[config.mk]
export PLATFORM = sky130hd
export DESIGN_NAME = column_stream_statistics_unit
export DESIGN_NICKNAME = d
export VERILOG_FILES = /design/src/rtl/css_pkg.sv /design/src/rtl/css_ctrl.sv /design/src/rtl/css_datapath.sv /design/src/rtl/column_stream_statistics_unit.sv
export SDC_FILE = /design/constraint.sdc
export NUM_CORES = 2
export LEC_CHECK = 0
export ABC_AREA = 1
export BUFFER_PORTS_ARGS = -buffer_cell sky130_fd_sc_hd__buf_2
export CORE_ASPECT_RATIO = 0.75
export CORE_MARGIN = 5
export CORE_UTILIZATION = 60
export DETAILED_ROUTE_END_ITERATION = 8
export PLACE_DENSITY_LB_ADDON = 0.25
export SKIP_LAST_GASP = 1
export SYNTH_ARGS = -nofsm -noshare
export SYNTH_HDL_FRONTEND = slang
export SYNTH_SLANG_ARGS = --single-unit
[constraint.sdc]
create_clock -name clock -period 32.4 [get_ports clock]
set_input_delay 6.48 -clock clock [delete_from_list [all_inputs] [get_ports clock]]
set_output_delay 6.48 -clock clock [all_outputs]
set_load 0.05 [all_outputs]
[src/rtl/css_pkg.sv]
// ----------------------------------------------------------------------------
// css_pkg
// Shared types and constants for the column statistics unit.
// ----------------------------------------------------------------------------
package css_pkg;

   localparam logic [1:0] KIND_MISSING = 2'd0;
   localparam logic [1:0] KIND_WORD    = 2'd1;
   localparam logic [1:0] KIND_NUMBER  = 2'd2;

   localparam logic [1:0] STAT_OK        = 2'd0;
   localparam logic [1:0] STAT_UNDEFINED = 2'd1;
   localparam logic [1:0] STAT_MISSING   = 2'd2;
   localparam logic [1:0] STAT_OVERFLOW  = 2'd3;

   localparam int MAG_BITS  = 49;  // magnitude of a Q16.32 difference
   localparam int PROD_BITS = 2 * MAG_BITS;
   localparam int DIV_STEPS = 64;
   localparam int MUL_STEPS = MAG_BITS;
   localparam int SQRT_STEPS = 32;

   typedef struct packed {
      logic take;         // accept the input beat into the statistics
      logic div_load;     // start the shared divider
      logic div_var;      // divider operands: variance (1) or mean step (0)
      logic apply_mean;   // fold the quotient into the running mean
      logic mul_load;     // start the delta product
      logic accum;        // add the product into M2
      logic sqrt_load;    // latch variance and start the root
      logic load_out;     // fill the result register, clear the statistics
   } cmd_type;

   typedef struct packed {
      logic is_update;    // the beat on the input is a countable number
      logic div_busy;
      logic mul_busy;
      logic sqrt_busy;
      logic result_ok;    // column statistics are defined
   } status_type;

endpackage

[src/rtl/css_ctrl.sv]
// ----------------------------------------------------------------------------
// css_ctrl
// Sequencer for the per-cell update and the end-of-column result.
// ----------------------------------------------------------------------------
module css_ctrl (
   input  logic                clock,
   input  logic                reset,
   input  logic                req_valid,
   input  logic                req_last_in_column,
   output logic                req_stall,
   output logic                rsp_valid,
   input  logic                rsp_stall,
   input  css_pkg::status_type st,
   output css_pkg::cmd_type    cmd
);

   typedef enum logic [3:0] {
      S_IDLE, S_STEP_DIV, S_MUL_LOAD, S_MUL, S_FINISH, S_VAR_DIV, S_SQRT, S_OUT
   } state_type;

   state_type state_ff, state_in;
   logic      last_ff, last_in;
   logic      rsp_valid_ff, rsp_valid_in;
   logic      out_free;

   assign out_free  = !rsp_valid_ff || !rsp_stall;
   assign req_stall = (state_ff != S_IDLE);
   assign rsp_valid = rsp_valid_ff;

   always_comb begin
      cmd      = '0;
      state_in = state_ff;
      last_in  = last_ff;
      case (state_ff)
         S_IDLE: begin
            if (req_valid) begin
               cmd.take     = 1'b1;
               cmd.div_load = st.is_update;
               last_in      = req_last_in_column;
               if (st.is_update)
                  state_in = S_STEP_DIV;
               else if (req_last_in_column)
                  state_in = S_FINISH;
            end
         end
         S_STEP_DIV: begin
            if (!st.div_busy) begin
               cmd.apply_mean = 1'b1;
               state_in       = S_MUL_LOAD;
            end
         end
         S_MUL_LOAD: begin
            cmd.mul_load = 1'b1;
            state_in     = S_MUL;
         end
         S_MUL: begin
            if (!st.mul_busy) begin
               cmd.accum = 1'b1;
               state_in  = last_ff ? S_FINISH : S_IDLE;
            end
         end
         S_FINISH: begin
            if (st.result_ok) begin
               cmd.div_load = 1'b1;
               cmd.div_var  = 1'b1;
               state_in     = S_VAR_DIV;
            end else begin
               state_in = S_OUT;
            end
         end
         S_VAR_DIV: begin
            if (!st.div_busy) begin
               cmd.sqrt_load = 1'b1;
               state_in      = S_SQRT;
            end
         end
         S_SQRT: begin
            if (!st.sqrt_busy)
               state_in = S_OUT;
         end
         S_OUT: begin
            if (out_free) begin
               cmd.load_out = 1'b1;
               state_in     = S_IDLE;
            end
         end
         default: state_in = S_IDLE;
      endcase
   end

   always_comb begin
      rsp_valid_in = rsp_valid_ff;
      if (cmd.load_out)
         rsp_valid_in = 1'b1;
      else if (!rsp_stall)
         rsp_valid_in = 1'b0;
   end

   always_ff @(posedge clock) begin
      if (reset) begin
         state_ff     <= S_IDLE;
         last_ff      <= 1'b0;
         rsp_valid_ff <= 1'b0;
      end else begin
         state_ff     <= state_in;
         last_ff      <= last_in;
         rsp_valid_ff <= rsp_valid_in;
      end
   end

endmodule

[src/rtl/css_datapath.sv]
// ----------------------------------------------------------------------------
// css_datapath
// Counters, min/max, Welford mean/M2, shared divider, serial multiplier,
// bit-pair square root and the result register.
// ----------------------------------------------------------------------------
module css_datapath #(
   parameter int COUNT_BITS = 16
) (
   input  logic                clock,
   input  logic                reset,
   input  css_pkg::cmd_type    cmd,
   output css_pkg::status_type st,
   input  logic [1:0]          req_cell_kind,
   input  logic signed [31:0]  req_sample_value,
   output logic [1:0]          rsp_status,
   output logic signed [31:0]  rsp_mean_value,
   output logic [62:0]         rsp_variance,
   output logic [30:0]         rsp_std_deviation,
   output logic signed [31:0]  rsp_minimum,
   output logic signed [31:0]  rsp_maximum,
   output logic [15:0]         rsp_numeric_count,
   output logic [15:0]         rsp_missing_count,
   output logic [15:0]         rsp_word_count,
   output logic                rsp_all_integer
);

   localparam int MB = css_pkg::MAG_BITS;
   localparam int PB = css_pkg::PROD_BITS;
   localparam logic [COUNT_BITS-1:0] COUNT_MAX = {COUNT_BITS{1'b1}};

   // statistics
   logic [COUNT_BITS-1:0] num_ff, miss_ff, word_ff, whole_ff;
   logic signed [47:0]    mean_ff;
   logic [63:0]           m2_ff;
   logic signed [31:0]    min_ff, max_ff;
   logic                  ovf_ff;
   // current number
   logic signed [47:0]    xq_ff;
   logic [MB-1:0]         magd_ff;
   logic                  dneg_ff;
   // divider
   logic [63:0]           quo_ff;
   logic [COUNT_BITS-1:0] rem_ff, den_ff;
   logic [6:0]            div_cnt_ff;
   // multiplier
   logic [PB-1:0]         prod_ff;
   logic [MB-1:0]         mul_a_ff;
   logic [5:0]            mul_cnt_ff;
   // square root
   logic [63:0]           sq_v_ff, sq_root_ff, sq_bit_ff;
   logic [62:0]           var_ff;
   logic [5:0]            sq_cnt_ff;

   // combinational helpers
   logic signed [47:0]    xq_now;
   logic signed [48:0]    d_now, e_now;
   logic [MB-1:0]         magd_now, mage_now;
   logic [COUNT_BITS:0]   trial;
   logic                  trial_ge;
   logic [MB:0]           mul_sum;
   logic [63:0]           prod_sh, m2_add;
   logic [64:0]           m2_sum;
   logic [63:0]           sq_try;
   logic [COUNT_BITS+1:0] total;
   logic [1:0]            stat_code;
   logic                  ok;
   logic signed [47:0]    mean_next;

   function automatic logic [15:0] sat16(input logic [COUNT_BITS-1:0] v);
      logic [31:0] w;
      w = 32'(v);
      return (w > 32'd65535) ? 16'hFFFF : w[15:0];
   endfunction

   assign xq_now   = {req_sample_value, 16'b0};
   assign d_now    = {xq_now[47], xq_now} - {mean_ff[47], mean_ff};
   assign magd_now = d_now[48] ? MB'(-d_now) : MB'(d_now);
   assign e_now    = {xq_ff[47], xq_ff} - {mean_ff[47], mean_ff};
   assign mage_now = e_now[48] ? MB'(-e_now) : MB'(e_now);

   assign trial    = {rem_ff, quo_ff[63]};
   assign trial_ge = trial >= {1'b0, den_ff};

   assign mul_sum  = {1'b0, prod_ff[PB-1:MB]} + (prod_ff[0] ? {1'b0, mul_a_ff} : '0);
   assign prod_sh  = (prod_ff[PB-1:96] != '0) ? {64{1'b1}} : prod_ff[95:32];
   assign m2_sum   = {1'b0, m2_ff} + {1'b0, prod_sh};
   assign m2_add   = m2_sum[64] ? {64{1'b1}} : m2_sum[63:0];

   assign sq_try   = sq_root_ff + sq_bit_ff;

   assign mean_next = dneg_ff ? mean_ff - quo_ff[47:0] : mean_ff + quo_ff[47:0];

   assign total = {2'b0, num_ff} + {2'b0, miss_ff} + {2'b0, word_ff};
   always_comb begin
      if (total < (COUNT_BITS+2)'(2) || word_ff != '0)
         stat_code = css_pkg::STAT_UNDEFINED;
      else if (miss_ff != '0)
         stat_code = css_pkg::STAT_MISSING;
      else if (ovf_ff)
         stat_code = css_pkg::STAT_OVERFLOW;
      else
         stat_code = css_pkg::STAT_OK;
   end
   assign ok = (stat_code == css_pkg::STAT_OK);

   assign st.is_update = (req_cell_kind == css_pkg::KIND_NUMBER) && (num_ff != COUNT_MAX);
   assign st.div_busy  = (div_cnt_ff != '0);
   assign st.mul_busy  = (mul_cnt_ff != '0);
   assign st.sqrt_busy = (sq_cnt_ff != '0);
   assign st.result_ok = ok;

   // statistics registers
   always_ff @(posedge clock) begin
      if (reset || cmd.load_out) begin
         num_ff   <= '0;
         miss_ff  <= '0;
         word_ff  <= '0;
         whole_ff <= '0;
         mean_ff  <= '0;
         m2_ff    <= '0;
         min_ff   <= '0;
         max_ff   <= '0;
         ovf_ff   <= 1'b0;
      end else begin
         if (cmd.take) begin
            case (req_cell_kind)
               css_pkg::KIND_MISSING: begin
                  if (miss_ff == COUNT_MAX) ovf_ff <= 1'b1;
                  else miss_ff <= miss_ff + 1'b1;
               end
               css_pkg::KIND_WORD: begin
                  if (word_ff == COUNT_MAX) ovf_ff <= 1'b1;
                  else word_ff <= word_ff + 1'b1;
               end
               css_pkg::KIND_NUMBER: begin
                  if (req_sample_value[15:0] == 16'd0) begin
                     if (whole_ff == COUNT_MAX) ovf_ff <= 1'b1;
                     else whole_ff <= whole_ff + 1'b1;
                  end
                  if (num_ff == '0) begin
                     min_ff <= req_sample_value;
                     max_ff <= req_sample_value;
                  end else begin
                     if (req_sample_value < min_ff) min_ff <= req_sample_value;
                     if (req_sample_value > max_ff) max_ff <= req_sample_value;
                  end
                  if (num_ff == COUNT_MAX) ovf_ff <= 1'b1;
                  else num_ff <= num_ff + 1'b1;
               end
               default: ;
            endcase
         end
         if (cmd.apply_mean) mean_ff <= mean_next;
         if (cmd.accum)      m2_ff   <= m2_add;
      end
   end

   always_ff @(posedge clock) begin
      if (cmd.take) begin
         xq_ff   <= xq_now;
         magd_ff <= magd_now;
         dneg_ff <= d_now[48];
      end
   end

   // shared restoring divider, one quotient bit per cycle
   always_ff @(posedge clock) begin
      if (reset) begin
         div_cnt_ff <= '0;
      end else if (cmd.div_load) begin
         div_cnt_ff <= 7'(css_pkg::DIV_STEPS);
         rem_ff     <= '0;
         if (cmd.div_var) begin
            quo_ff <= m2_ff;
            den_ff <= num_ff - 1'b1;
         end else begin
            quo_ff <= 64'(magd_now);
            den_ff <= num_ff + 1'b1;
         end
      end else if (div_cnt_ff != '0) begin
         div_cnt_ff <= div_cnt_ff - 1'b1;
         if (trial_ge) begin
            rem_ff <= COUNT_BITS'(trial - {1'b0, den_ff});
            quo_ff <= {quo_ff[62:0], 1'b1};
         end else begin
            rem_ff <= trial[COUNT_BITS-1:0];
            quo_ff <= {quo_ff[62:0], 1'b0};
         end
      end
   end

   // shift-add multiplier |d| * |e|
   always_ff @(posedge clock) begin
      if (reset) begin
         mul_cnt_ff <= '0;
      end else if (cmd.mul_load) begin
         mul_cnt_ff <= 6'(css_pkg::MUL_STEPS);
         mul_a_ff   <= magd_ff;
         prod_ff    <= {{MB{1'b0}}, mage_now};
      end else if (mul_cnt_ff != '0) begin
         mul_cnt_ff <= mul_cnt_ff - 1'b1;
         prod_ff    <= {mul_sum, prod_ff[MB-1:1]};
      end
   end

   // square root, two radicand bits per cycle
   always_ff @(posedge clock) begin
      if (reset) begin
         sq_cnt_ff <= '0;
      end else if (cmd.sqrt_load) begin
         sq_cnt_ff  <= 6'(css_pkg::SQRT_STEPS);
         sq_root_ff <= '0;
         sq_bit_ff  <= 64'h4000_0000_0000_0000;
         if (quo_ff[63]) begin
            sq_v_ff <= 64'h7FFF_FFFF_FFFF_FFFF;
            var_ff  <= {63{1'b1}};
         end else begin
            sq_v_ff <= quo_ff;
            var_ff  <= quo_ff[62:0];
         end
      end else if (sq_cnt_ff != '0) begin
         sq_cnt_ff <= sq_cnt_ff - 1'b1;
         sq_bit_ff <= {2'b0, sq_bit_ff[63:2]};
         if (sq_v_ff >= sq_try) begin
            sq_v_ff    <= sq_v_ff - sq_try;
            sq_root_ff <= {1'b0, sq_root_ff[63:1]} + sq_bit_ff;
         end else begin
            sq_root_ff <= {1'b0, sq_root_ff[63:1]};
         end
      end
   end

   // result register
   always_ff @(posedge clock) begin
      if (cmd.load_out) begin
         rsp_status        <= stat_code;
         rsp_mean_value    <= ok ? mean_ff[47:16] : '0;
         rsp_variance      <= ok ? var_ff : '0;
         rsp_std_deviation <= !ok ? '0 :
                              (sq_root_ff[63:31] != '0) ? {31{1'b1}} : sq_root_ff[30:0];
         rsp_minimum       <= (num_ff != '0) ? min_ff : '0;
         rsp_maximum       <= (num_ff != '0) ? max_ff : '0;
         rsp_numeric_count <= sat16(num_ff);
         rsp_missing_count <= sat16(miss_ff);
         rsp_word_count    <= sat16(word_ff);
         rsp_all_integer   <= (num_ff != '0) && (whole_ff == num_ff);
      end
   end

endmodule

[src/rtl/column_stream_statistics_unit.sv]
// ----------------------------------------------------------------------------
// column_stream_statistics_unit
// Streaming per-column statistics: counts, min/max, Welford mean and variance.
// ----------------------------------------------------------------------------
// Usage:
//   req_* carries one table cell per beat (kind, Q16.16 value, last mark).
//   A beat moves when valid is high and stall is low. req_stall is low only
//   while the block is idle; each cell is taken whole before the next.
//   Missing, word and unused-kind cells need no arithmetic. A number runs the
//   restoring divider (delta / count, one quotient bit a cycle), then the
//   shift-add product |d|*|e|. The divider and multiplier set the rate.
//   On a cell marked last, one rsp_* beat follows: if the column is valid,
//   the divider runs again for M2 / (n - 1) and the root follows (steps:
//   decide, divide, root, load the result); otherwise the sequencer goes
//   from the decision straight to loading the result.
//   The result sits in an output register; while rsp_stall holds it, a new
//   column may begin, and only a second finished column waits for it.
//   Reset (synchronous, active high) clears all counters and the running
//   mean and M2, and drops rsp_valid. After each result the statistics
//   return to that reset state for the next column.
// ----------------------------------------------------------------------------
module column_stream_statistics_unit #(
   parameter int COUNT_BITS = 16
) (
   input  logic               clock,
   input  logic               reset,
   input  logic               req_valid,
   output logic               req_stall,
   input  logic [1:0]         req_cell_kind,
   input  logic signed [31:0] req_sample_value,
   input  logic               req_last_in_column,
   output logic               rsp_valid,
   input  logic               rsp_stall,
   output logic [1:0]         rsp_status,
   output logic signed [31:0] rsp_mean_value,
   output logic [62:0]        rsp_variance,
   output logic [30:0]        rsp_std_deviation,
   output logic signed [31:0] rsp_minimum,
   output logic signed [31:0] rsp_maximum,
   output logic [15:0]        rsp_numeric_count,
   output logic [15:0]        rsp_missing_count,
   output logic [15:0]        rsp_word_count,
   output logic               rsp_all_integer
);

   css_pkg::cmd_type    cmd;
   css_pkg::status_type st;

   // sequencer: decides which datapath unit runs
   css_ctrl u_ctrl (
      .clock              (clock),
      .reset              (reset),
      .req_valid          (req_valid),
      .req_last_in_column (req_last_in_column),
      .req_stall          (req_stall),
      .rsp_valid          (rsp_valid),
      .rsp_stall          (rsp_stall),
      .st                 (st),
      .cmd                (cmd)
   );

   // arithmetic, statistics and result register
   css_datapath #(
      .COUNT_BITS (COUNT_BITS)
   ) u_datapath (
      .clock             (clock),
      .reset             (reset),
      .cmd               (cmd),
      .st                (st),
      .req_cell_kind     (req_cell_kind),
      .req_sample_value  (req_sample_value),
      .rsp_status        (rsp_status),
      .rsp_mean_value    (rsp_mean_value),
      .rsp_variance      (rsp_variance),
      .rsp_std_deviation (rsp_std_deviation),
      .rsp_minimum       (rsp_minimum),
      .rsp_maximum       (rsp_maximum),
      .rsp_numeric_count (rsp_numeric_count),
      .rsp_missing_count (rsp_missing_count),
      .rsp_word_count    (rsp_word_count),
      .rsp_all_integer   (rsp_all_integer)
   );

   // non-ok results carry no mean, variance or deviation
   assert property (@(posedge clock) disable iff (reset)
      rsp_valid && (rsp_status != css_pkg::STAT_OK) |->
         (rsp_mean_value == '0) && (rsp_variance == '0) && (rsp_std_deviation == '0))
      else $error("non-ok result carries statistics");

   // no numbers means no range and no all-whole flag
   assert property (@(posedge clock) disable iff (reset)
      rsp_valid && (rsp_numeric_count == '0) |->
         (rsp_minimum == '0) && (rsp_maximum == '0) && !rsp_all_integer)
      else $error("range reported without numbers");

   // an ok column has an ordered range
   assert property (@(posedge clock) disable iff (reset)
      rsp_valid && (rsp_status == css_pkg::STAT_OK) |-> (rsp_minimum <= rsp_maximum))
      else $error("minimum above maximum");

endmodule

==> results.md <==
- The largest net degree at the start of global routing is roughly 190.
- For this block, the initial DRC count from the detailed router was between 10,000 and 15,000.
- In this run the tightest slew margin relative to its limit is between 15 and 20%.
- The CTS buffer count is around 110.
- Of all flip-flops after synthesis, the portion carrying an async set or reset was 0%.
- From bottom edge to top edge, the die measures 317 um.
- After clock tree synthesis, the repair step resized 0 gates.
- The average footprint of a synthesized cell is approximately 7.3 sq um.
- The layout filler cell count is between 10,000 and 15,000.
- The min-delay analysis places its worst path in the category flop to flop.
- The count of cells along the worst register-to-register path is 28.
- The routed design has slightly below 300,000 um of wire.
- Across the run, the number of max-cap violations was 0.
- Power spread over the standard cell area amounts to between 100 and 150 mW/mm^2.
- The total overflow left after global routing is 0.
- The run finished, with violations left.
- The average wire length per cell after detail routing is 23.7 um.
- The routed design could run at a clock period as short as between 10 and 15 ns.
- In this run, post-CTS hold repair placed 0 buffers.
- The core region is between 0.1 and 0.15 sq mm.
- The site row count is ~110.
- The number of flops mapped to enable cells by yosys is just under 800.
- The worst path arrival time is approximately 10 ns.
- For this run, design rule violations remaining after detail routing come to 1.
- The H-tree was split into 3 levels.
- Once routing completed, OpenROAD measured the worst setup slack at 22.38 ns.
- The count of input and output buffers is approximately 280.
- Between clock sinks in the finished design, the worst skew comes to ~0.052 ns.
- In this run the clock root is driven by a clkbuf_16.
- The worst setup path is captured at a flop.
- At the worst endpoint, the required time is 32.75 ns.
- The post-route total power is 0.0104 W.
- Compared with the post-synthesis result, the final layout area differs by 9.03%.
- The global-route wire length before repair is around 430,000 um.
- Summing all multi-input logic gate instances after layout gives approximately 0.04 sq mm.
- In the synthesized netlist, the number of instances is a little over 10,000.
- After legalization and detailed placement, the total HPWL measured 229,000 um.
- In the layout the commonest cells are nand2_1, inv_1, nor2_1.
- In the finished design, the share of the clock period the worst path needs comes to 30.9%.
- Summing over every cut layer, the via total after detailed routing is roughly 76,000.
- Setup violations remaining at the end of the flow were counted as 0.
- For this configuration, the core starts out at a cell density of between 60% and 70%.
- In this run the worst path has a maximum fanout of between 60 and 70.
- In the final layout, flip-flops and latches occupy 0.0290 sq mm.
- The first TritonRoute pass finished after 9 iterations.
- The leading register cell type out of synthesis is edfxtp_1.
- In the routed layout, each cell is associated on average with a via count of around 6.2.
- Measured along the x axis, the die boundary spans about 420 um.
- Static timing analysis puts the maximum clock frequency at approximately 0.1 GHz.
- The final reports fail on DRC.
- The remaining antenna violation count is 0.
- In this run the post-CTS setup repair buffer count came out at 0.
- Clock-pin slew was measured on the worst setup and hold paths at around 0.060 ns.
- The total standard cell area after synthesis is roughly 0.076 sq mm.
- The floorplan step defined a die boundary enclosing around 0.13 sq mm.
- The worst setup path is launched from an input pin.
- Setup repair after global routing left no endpoint under its margin.
- The largest buffer count on any clock path is 3.
- The static leakage is ~37 nW.
- OpenSTA, run right after detailed placement, puts the worst setup slack at between 20 and 25 ns.
- The most common cell after layout, fill and taps aside is nand2_1.
- The final net count is between 10,000 and 15,000.
- The via count of the first global-routing pass is 69,036.
- Setup total negative slack on the finished layout was measured at 0 ns.
- The max-slew violation count was 0.
- The utilization of the core after routing is between 60 and 70%.
- TritonCTS built the clock tree.
- During I/O placement, the number of pins put on the boundary was about 280.
- The register bit total from synthesis is between 1,000 and 1,500.
- The clock sink count is about 1,100.
- The sequential element share of the synthesized area is a little under two fifths.
- Clock latency on the worst-skew pair, taken at its later pin, is 0.78 ns.
- In the global route stage, overall resource usage came out at a little over two fifths.
- The weighted congestion at the end of routability-driven global placement is roughly 1.1.
- The final count of hold timing violations came to 0.
- The worst-case vdd ir drop is roughly 0.090 mV.
- The critical path class is input pin to flop.
- The initial antenna violation count is 16.
- The yosys synthesis warning count is 0.
- The total nets after synthesis is ~11,000.
- Yosys mapped the design onto between 70 and 80 distinct sky130hd cell types.
- The transition time at the pin with the least slew margin is about 1.3 ns.
- The instance count along the most critical hold path is 0.
- In the final layout, the share of cells above drive strength 1 is under 10%.
[where the power goes]
| group | switching (W) | total [W] | leakage [nW] | internal [W] |
|---|---|---|---|---|
| sequential | 0.000336 | 0.00246 | 9.46 | 0.00213 |
| clock | 0.000594 | 0.00133 | 1.76 | 0.000735 |
| combinational | 0.00469 | 0.00661 | 26.1 | 0.00192 |
| total | 0.00562 | 0.0104 | 37.3 | 0.00479 |
[cells by family (layout without fill, tap and decap cells)]
logic type      after synthesis  in the layout  share of synthesized area [%]
flops                      1054           1054                           38.4
fa+ha+maj                   484            484                           8.08
compound gates             1932           1932                           14.1
buf+inv                    1776           2093                           8.90
simple gates               4654           4654                           25.9
other cells                   0             10                              0
xor+xnor                    394            394                           4.60
[metrics by stage]
stage | hold slack, ns | cell area (sq um) | instances
floorplan | 0.400 | 75600 | 10294
global placement | 0.405 | 78800 | 12061
detailed placement | 0.405 | 78800 | 12061
CTS | 0.403 | 82400 | 12264
global route | 0.402 | 82400 | 12265
finish | 0.407 | 82400 | 12274
[flip-flops by register name, indices dropped and copies added, names as in the netlist, 31 cells and up]
| signal | count |
|---|---|
| u_datapath.prod_ff | 98 |
| u_datapath.quo_ff | 64 |
| u_datapath.rsp_mean_value | 32 |
| u_datapath.sq_root_ff | 64 |
| u_datapath.rsp_maximum | 32 |
| u_datapath.var_ff | 63 |
| u_datapath.sq_v_ff | 64 |
| u_datapath.mul_a_ff | 49 |
| u_datapath.rsp_std_deviation | 31 |
| u_datapath.xq_ff | 32 |
| u_datapath.mean_ff | 48 |
| u_datapath.magd_ff | 49 |
| u_datapath.sq_bit_ff | 32 |
| u_datapath.rsp_minimum | 32 |
| u_datapath.min_ff | 32 |
| u_datapath.rsp_variance | 63 |
| u_datapath.m2_ff | 64 |
| u_datapath.max_ff | 32 |
[worst paths after layout]
check                           start                   endpoint  slack (ns)
max                         req_valid      u_datapath.quo_ff[23]       22.38
max reg2reg  u_datapath.sq_root_ff[6]  u_datapath.sq_root_ff[48]       25.26
min            u_datapath.magd_ff[20]    u_datapath.mul_a_ff[20]        0.41
min reg2reg    u_datapath.magd_ff[20]    u_datapath.mul_a_ff[20]        0.41
[synthesized netlist by cell type, drive strengths merged (60+ instances only)]
| master | count | area share (%) |
|---|---|---|
| nor3 | 153 | 1.1 |
| a21oi | 820 | 5.5 |
| nor4 | 60 | 0.50 |
| nand3 | 556 | 3.8 |
| xor2 | 264 | 3.1 |
| xnor2 | 130 | 1.5 |
| ha | 477 | 7.9 |
| o21ai | 682 | 4.5 |
| nand2 | 2415 | 12 |
| nor2 | 1260 | 6.6 |
| clkbuf | 159 | 0.79 |
| dfxtp | 265 | 7.0 |
| buf | 65 | 0.41 |
| inv | 1544 | 7.7 |
| nand4 | 118 | 1.0 |
| a31oi | 130 | 1.1 |
| edfxtp | 789 | 31 |
[final cells by class]
type,count,area share (%)
Multi-Input combinational cell,7464,48.5
Sequential cell,1054,35.2
Inverter,1552,7.07
Clock buffer,146,3.64
Tap cell,1653,2.51
Timing Repair Buffer,338,2.26
Clock inverter,57,0.791
Antenna cell,10,0.0304
[layer usage]
| layer | routed length, um | GRT usage [%] | vias up |
|---|---|---|---|
| li1 | - | - | 34738 |
| met1 | 117000 | 60.0 | 35236 |
| met2 | 115000 | 58.3 | 5659 |
| met3 | 46900 | 15.9 | 786 |
| met4 | 11500 | 13.0 | 18 |
| met5 | 547 | 2.42 | - |
[critical path, stage by stage]
cell and delay, ns:
buf_2 0.09, inv_1 0.05, nor2_4 0.66, inv_2 0.22, nor3_4 0.25, buf_4 0.60
inv_2 0.07, nand2_1 0.09, buf_4 0.43, nand2_1 0.22, nand2_4 0.27, buf_4 0.77
Note: power is estimated with default switching activity, not from simulation.
